<file path="src/hdl/tpc_pkg.sv">
// ----------------------------------------------------------------------------
// tpc_pkg
// Shared types, widths, register indexes and helpers of the plane clipper.
// ----------------------------------------------------------------------------
package tpc_pkg;

    localparam int CW        = 32;           // coordinate width
    localparam int T_W       = 32;           // fraction bits of t
    localparam int ATTR_W    = 32;
    localparam int DIFF_W    = CW + 1;
    localparam int PROD_W    = 2 * CW;
    localparam int DIST_W    = 2 * CW + 2;
    localparam int MAG_W     = 2 * CW + 1;
    localparam int DEN_W     = 2 * CW + 2;
    localparam int OFF_W     = CW + 1;
    localparam int MUL_W     = CW + T_W;
    localparam int CFG_IDX_W = 8;
    localparam int Q_DEPTH   = 4;
    localparam int Q_AW      = $clog2(Q_DEPTH);
    localparam int Q_CW      = $clog2(Q_DEPTH + 1);

    localparam logic [CFG_IDX_W-1:0] CFG_NORMAL_X = CFG_IDX_W'(0);
    localparam logic [CFG_IDX_W-1:0] CFG_NORMAL_Y = CFG_IDX_W'(1);
    localparam logic [CFG_IDX_W-1:0] CFG_NORMAL_Z = CFG_IDX_W'(2);
    localparam logic [CFG_IDX_W-1:0] CFG_POINT_X  = CFG_IDX_W'(3);
    localparam logic [CFG_IDX_W-1:0] CFG_POINT_Y  = CFG_IDX_W'(4);
    localparam logic [CFG_IDX_W-1:0] CFG_POINT_Z  = CFG_IDX_W'(5);

    localparam logic signed [CW-1:0] NORMAL_Z_RST = CW'(65536);

    localparam logic signed [CW+1:0] SAT_HI = {3'b000, {(CW-1){1'b1}}};
    localparam logic signed [CW+1:0] SAT_LO = {3'b111, {(CW-1){1'b0}}};

    typedef logic signed [CW-1:0] t_coord;

    typedef struct packed {
        t_coord x;
        t_coord y;
        t_coord z;
    } t_vec;

    typedef struct packed {
        logic signed [DIFF_W-1:0] x;
        logic signed [DIFF_W-1:0] y;
        logic signed [DIFF_W-1:0] z;
    } t_dvec;

    typedef struct packed {
        t_vec normal;
        t_vec point;
    } t_plane;

    typedef struct packed {
        t_coord              vertex_a_x;
        t_coord              vertex_a_y;
        t_coord              vertex_a_z;
        t_coord              vertex_b_x;
        t_coord              vertex_b_y;
        t_coord              vertex_b_z;
        t_coord              vertex_c_x;
        t_coord              vertex_c_y;
        t_coord              vertex_c_z;
        logic [ATTR_W-1:0]   attribute;
    } t_in_item;

    typedef struct packed {
        t_coord              out_a_x;
        t_coord              out_a_y;
        t_coord              out_a_z;
        t_coord              out_b_x;
        t_coord              out_b_y;
        t_coord              out_b_z;
        t_coord              out_c_x;
        t_coord              out_c_y;
        t_coord              out_c_z;
        logic [ATTR_W-1:0]   out_attribute;
        logic                last_of_run;
    } t_out_item;

    typedef enum logic [1:0] {
        KIND_PASS = 2'd0,
        KIND_TWO  = 2'd1,
        KIND_ONE  = 2'd2
    } t_kind;

    // Classified triangle. I1 = I(u, b1), I2 = I(a2, b2).
    typedef struct packed {
        t_kind               kind;
        t_vec                u;
        t_vec                w;
        t_vec                b1;
        t_vec                a2;
        t_vec                b2;
        logic [MAG_W-1:0]    da1;
        logic [MAG_W-1:0]    db1;
        logic [MAG_W-1:0]    da2;
        logic [MAG_W-1:0]    db2;
        logic [ATTR_W-1:0]   attr;
    } t_job;

    typedef struct packed {
        t_kind               kind;
        t_vec                u;
        t_vec                w;
        t_vec                b1;
        t_vec                a2;
        t_dvec               d1;
        t_dvec               d2;
        logic [ATTR_W-1:0]   attr;
    } t_ctx;

    typedef struct packed {
        logic [DEN_W-1:0]    rem;
        logic [DEN_W-1:0]    den;
        logic [T_W-1:0]      q;
    } t_div_st;

    typedef struct packed {
        logic                full;
        logic                empty;
        logic [Q_CW-1:0]     count;
    } t_q_stat;

    function automatic t_dvec vsub(t_vec a, t_vec b);
        t_dvec r;
        r.x = DIFF_W'(a.x) - DIFF_W'(b.x);
        r.y = DIFF_W'(a.y) - DIFF_W'(b.y);
        r.z = DIFF_W'(a.z) - DIFF_W'(b.z);
        return r;
    endfunction

    function automatic t_coord sat_coord(logic signed [CW+1:0] v);
        logic signed [CW+1:0] r;
        if (v > SAT_HI) begin
            r = SAT_HI;
        end else if (v < SAT_LO) begin
            r = SAT_LO;
        end else begin
            r = v;
        end
        return r[CW-1:0];
    endfunction

endpackage

</file>
<file path="src/hdl/tpc_fifo.sv">
// ----------------------------------------------------------------------------
// tpc_fifo
// Short job queue between the classifier and the intersection back end.
// ----------------------------------------------------------------------------
module tpc_fifo (
    input  logic               i_clk,
    input  logic               i_rst_n,
    input  logic               i_push,
    input  tpc_pkg::t_job      i_job,
    input  logic               i_pop,
    output tpc_pkg::t_job      o_job,
    output tpc_pkg::t_q_stat   o_stat
);

    tpc_pkg::t_job                r_mem [tpc_pkg::Q_DEPTH];
    logic [tpc_pkg::Q_AW-1:0]     r_wr;
    logic [tpc_pkg::Q_AW-1:0]     r_rd;
    logic [tpc_pkg::Q_CW-1:0]     r_cnt;

    always_ff @(posedge i_clk) begin
        if (!i_rst_n) begin
            r_wr  <= '0;
            r_rd  <= '0;
            r_cnt <= '0;
        end else begin
            if (i_push) begin
                r_wr <= r_wr + 1'b1;
            end
            if (i_pop) begin
                r_rd <= r_rd + 1'b1;
            end
            unique case ({i_push, i_pop})
                2'b10:   r_cnt <= r_cnt + 1'b1;
                2'b01:   r_cnt <= r_cnt - 1'b1;
                default: r_cnt <= r_cnt;
            endcase
        end
    end

    always_ff @(posedge i_clk) begin
        if (i_push) begin
            r_mem[r_wr] <= i_job;
        end
    end

    assign o_job        = r_mem[r_rd];
    assign o_stat.full  = (r_cnt == tpc_pkg::Q_CW'(tpc_pkg::Q_DEPTH));
    assign o_stat.empty = (r_cnt == '0);
    assign o_stat.count = r_cnt;

endmodule

</file>
<file path="config.mk">
export PLATFORM = sky130hd
export DESIGN_NAME = tpc_fifo
export DESIGN_NICKNAME = d
export VERILOG_FILES = /design/src/hdl/tpc_pkg.sv /design/src/hdl/tpc_fifo.sv
export SDC_FILE = /design/constraint.sdc
export NUM_CORES = 2
export LEC_CHECK = 0
export ABC_CLOCK_PERIOD_IN_PS = 33400
export BUFFER_PORTS_ARGS = -buffer_cell sky130_fd_sc_hd__buf_4
export CAP_MARGIN = 10
export CORE_AREA = 3 3 601 603
export CTS_CLUSTER_SIZE = 28
export DETAILED_ROUTE_END_ITERATION = 7
export DIE_AREA = 0 0 604 606
export GPL_ROUTABILITY_DRIVEN = 0
export HOLD_SLACK_MARGIN = 0.05
export PLACE_DENSITY_LB_ADDON = 0.05
export SLEW_MARGIN = 20
export SYNTH_ARGS = -nofsm -noshare
export SYNTH_HDL_FRONTEND = slang
export SYNTH_SLANG_ARGS = --single-unit
</file>
<file path="constraint.sdc">
create_clock -name i_clk -period 33.4 [get_ports i_clk]
set_clock_uncertainty 0.05 [all_clocks]
set_input_delay 0 -clock i_clk [delete_from_list [all_inputs] [get_ports i_clk]]
set_output_delay 0 -clock i_clk [all_outputs]
set_load 0.01 [all_outputs]
</file>
## After elaboration in Yosys (flattened, before gate mapping)

Memory sizes are Yosys's and may differ from the RTL's. A register that Yosys moved wholly into a read port is not among the register bits.
Cells that the tools add are included.
W data, S select, Z words.

| storage, ports and cells | value |
|---|---|
| ROM bits | 0 |
| bits in latches | 0 |
| memories | 1 |
| flip-flop bits (word level) | 7 |
| bits in writable memories | 3096 |

Memories:

| name | words | bits a word | read ports | clocked after memory_dff | wr ports | line | source |
|---|---|---|---|---|---|---|---|
| r_mem | 4 | 774 | 1 | 1 | 1 | tpc_fifo.sv:15 | `tpc_pkg::t_job r_mem [tpc_pkg::Q_DEPTH];` |

| operators by class | value |
|---|---|
| magnitude comparators | 0 |
| multiplexer cells | 5 |
| divide/modulo/power cells | 0 |
| bitwise operators | 0 |
| shift operators | 0 |
| reductions and logical operators | 2 |
| multiply operators | 0 |
| add/sub/neg operators | 4 |
| eq/ne operators | 3 |

Operators with widths:

| operator | count |
|---|---|
| $pmux W3 S2 | 1 |
| $add A2 B1 Y2 const B | 2 |
| $mux W2 | 2 |
| $add A3 B1 Y3 const B | 1 |
| $eq A3 B3 Y1 const B | 1 |
| $logic_not A3 Y1 | 1 |
| $sub A3 B1 Y3 const B | 1 |
| $eq A2 B1 Y1 const B | 1 |
| $eq A2 B2 Y1 const B | 1 |
| $mux W1 | 2 |
| $reduce_bool A2 Y1 | 1 |

## Longest topological paths before layout

| logic depth | value |
|---|---|
| depth after elaboration | 3 |
| mapped depth | 7 |
| depth with buffers taken out | 7 |

## Worst setup path before layout

Ideal clock, no wire load.

| path | value |
|---|---|
| path type | register to register |
| from | register r_wr[0] (netlist bit) |
| to | memory r_mem[0][0] (netlist bit), enable pin |
| stages on the path, launching flop included | 4 |
| data arrival time | 17937 ps |
| path slack | 14172 ps |
| period minus slack after synthesis | 19228 ps |
| setup time | 1241 ps |
| buffers on the path | 0 |
| cells stage by stage | dfxtp_1 -> inv_1 -> ha_1 -> and2_1 |

RTL lines:

| element | line | source |
|---|---|---|
| start: declaration | tpc_fifo.sv:16 | `logic [tpc_pkg::Q_AW-1:0] r_wr;` |
| start signal: assignment | tpc_fifo.sv:27 | `r_wr <= r_wr + 1'b1;` |
| end: declaration | tpc_fifo.sv:15 |  |

Straight into the memory's write port.

==> results by group <==
Worst setup path
  – R2r endpoint: r_mem[2][597]
  – Crit. End Element: output port
  – CP required: about 33 ns
  – WS Path Type: reg2out
  – Worst path cell trace: buf_12, buf_4, buf_4, buf_4, mux4_2, buf_4
  – Worst-path fanout max: ~100
  – WP data arrival: 5.62 ns
  – Buf+Inv Stages, Crit Path: 5
  – Crit-path most repeated cell: buf_4
  – Slowest-stage cell, CP: buf_4
  – Critical Path Start Type: register
  – Worst path max stage delay: about 0.86 ns
  – Crit-path leading delay family: buffers and inverters
  – FF-to-FF path depth: 7
  – R2R setup slack: 28.57 ns
  – Origin of the critical flop-to-flop path: r_wr[0]

Timing
  – Slew Viols, Final: 0
  – Final-report hold violation count: 0
  – Period utilisation layout: 17.0%
  – PnR worst setup slack: about 28 ns
  – Worst-margin pin slew: 1.17 ns
  – Relative slew slack: 22.2%
  – Fmax: 176 MHz
  – Final min period: around 5.7 ns
  – Unrepaired setup endpoints after global routing: no
  – Setup tns final: 0 ns
  – Setup Viol. Count Final: 0

Floorplan
  – CORE AREA: 356000 um2
  – Die height: about 600 um
  – Die area: approximately 370000 um2
  – I/O pin count: between 1500 and 2000
  – Initial Utilization: around a third
  – Number of core rows: 219
  – Die width: just over 600 um

Worst hold path
  – Hold Crit Depth: 5
  – Hold Path Class: in2reg
  – Hold Crit Start: i_pop

Pwr
  – Sw Pwr: 2.21 mW
  – Comb pwr share: 12.9%
  – Power, Total: 9.38 mW
  – Clock group share of total power: 38.9%
  – Leak: 52.6 nW
  – PwrDens: 60.2 nW/um2
  – Share of power burned in registers: a little under 50%
  – Sw Ratio: 23.6%
  – VDD IR max: 0.0440 mV
  – Cell Int Power: 7.16 mW

Place
  – DP Area: 129000 um2
  – Post-Place Cells: around 10000
  – Buffers on Ports: 1556
  – Pre-CTS WS: about 28 ns
  – DP HPWL: 234000 um

Route
  – Post-route DRC: 0
  – Wire length per cell: 28.1 um
  – Drt first-iter violations: 3466
  – DR pass1 iterations: 7
  – Via Count: 58079
  – Post-DRT Antenna Nets: 0
  – DRT Wirelength: 353000 um
  – Number of vias per cell: 4.63

Logic synthesis
  – Net Count, Synth: slightly below 5000
  – Cell variety after synth: 22
  – Syn. warnings: 0
  – Sequential fraction of the synthesis area: 82.5%
  – Post-Synthesis Cells: 4088
  – Yosys reg bits: 3105
  – Post-synthesis cell area: 113000 um2
  – Mean Syn Cell Area: 27.6 um2

Clock network
  – Longest Clk Path Bufs: 4
  – Clock tree sinks: 3105
  – CTS clk-pin slew, worst paths: approximately 0.050 ns
  – Worst-Skew Late Latency: ~0.85 ns
  – CTS H-Tree Depth: 5
  – CTS Buf Count: 355
  – CTS tree: built
  – Clk root buf: clkbuf_16

Layout
  – Fillers: 31116
  – Final Cell Area: between 150000 and 200000 um2
  – Share of post-route cells with drive strength above 1: 37.0%
  – Fin nets: 8251
  – Post-Layout Cell Count: 12545
  – Area growth syn-to-layout: 38.0%
  – Most frequent cells in the layout: 3096 x edfxtp_1, 1623 x buf_4, 1558 x dlygate4sd3_1, 774 x mux4_2, 363 x clkbuf_16
  – Leading cell type in the layout, fill and taps excluded: edfxtp_1

Global routing
  – First-pass GRT wire length: 491000 um
  – Largest net degree at the start of global routing: 135
  – GRT Resource Usage Total: 18.8%
  – Initial antenna violation count: around 190
  – Vias in the first global route: 62494
  – Gr ovfl total: 0

Run status
  – Status: finished clean

Run
  – Max capacitance violation total: 0
## power groups by stage
stage / combinational [mW] / sequential, mW / clock [mW]
after global routing: 1.28 / 4.53 / 3.93
after floorplan: 0.502 / 4.74 / 0
after detailed placement: 1.08 / 4.61 / 0
after global placement: 1.08 / 4.60 / 0
after CTS: 1.25 / 4.52 / 3.77
final: 1.21 / 4.52 / 3.65
## repair_timing
action / in CTS / in global routing
hold endpoints to repair: 3234 / 0
gates resized for setup: 0 / 0
hold buffers: 1558 / 0
endpoints found under the setup margin: 0 / 0
buffers inserted: 0 / 0
## flip-flops by register name, indices dropped and copies added, names as in the netlist, named ones only
name   cells
r_rd       2
r_wr       2
r_cnt      3
r_mem   3096
## cell families (layout without fill, tap and decap cells)
group                      count (synthesis)  in the layout  share of synthesized area (%)
adders and majority gates                  6              6                         0.0731
and+or+nand+nor                           16             16                         0.0831
other                                      0             51                              0
xor gates and xnor gates                   5              5                         0.0388
buffers and inverters                    178           3833                           1.84
AOI/OAI and AO/OA                          3              3                         0.0155
DFF                                     3105           3105                           82.5
muxes                                    775            775                           15.4
## synthesized netlist by cell type, drive strengths merged
cell type	count	share of area (%)
edfxtp	3096	82
and2	10	0.055
ha	5	0.055
mux4	774	15
or3	1	0.0055
mux2i	1	0.0089
nand2	2	0.0067
and3	1	0.0055
xnor2	2	0.016
a21boi	1	0.0067
buf	164	1.8
fa	1	0.018
nor3	1	0.0044
dfxtp	9	0.16
inv	6	0.020
nor2b	1	0.0055
o21ai	2	0.0089
xor2	3	0.023
clkbuf	8	0.027
## how the worst max path moves through the flow
stage | end | slack [ns] | cells past startpoint
global placement | o_job[668] | 28.27 | 6
global route | o_job[703] | 27.02 | 6
CTS | o_job[656] | 27.28 | 6
floorplan | r_mem[0][0] | 14.17 | 3
detailed placement | o_job[700] | 28.27 | 6
finish | o_job[708] | 27.73 | 6
## layout make-up
type                    count  area (um2)  area share, %
diodes                     51         128         0.0819
multi-input cells         805       17700           11.4
clock buffers             449        9410           6.04
clock inverters           184        1410          0.904
repair buffers           3194       28000           18.0
well taps                4751        5940           3.82
inverters                   6        22.5         0.0145
flip-flops and latches   3105       93200           59.8
## routing by layer
layer | global-route usage (%) | share of wire [%] | vias to the layer above
met5 | 0 | 0.084 | -
met4 | 6.22 | 4.0 | 50
met3 | 5.30 | 7.0 | 713
met2 | 33.5 | 52 | 1808
met1 | 21.8 | 37 | 30614
li1 | - | - | 24894
## stage by stage
step	util (%)	hold slack, ns
2_1_floorplan	-	0.0489
3_3_place_gp	36.3	0.151
3_5_place_dp	36.3	0.152
4_1_cts	43.7	0.0890
5_1_grt	43.8	0.154
6_report	43.8	0.190
## worst register-to-register path, cell delays in order, from the launching register on
cell and delay [ns]:
dfxtp_1 0.35, inv_1 0.09, ha_1 0.14, and2_4 0.70, buf_4 0.77, buf_4 0.74, buf_4 0.77, buf_4 0.83
Power figures use the tool's default switching activity.
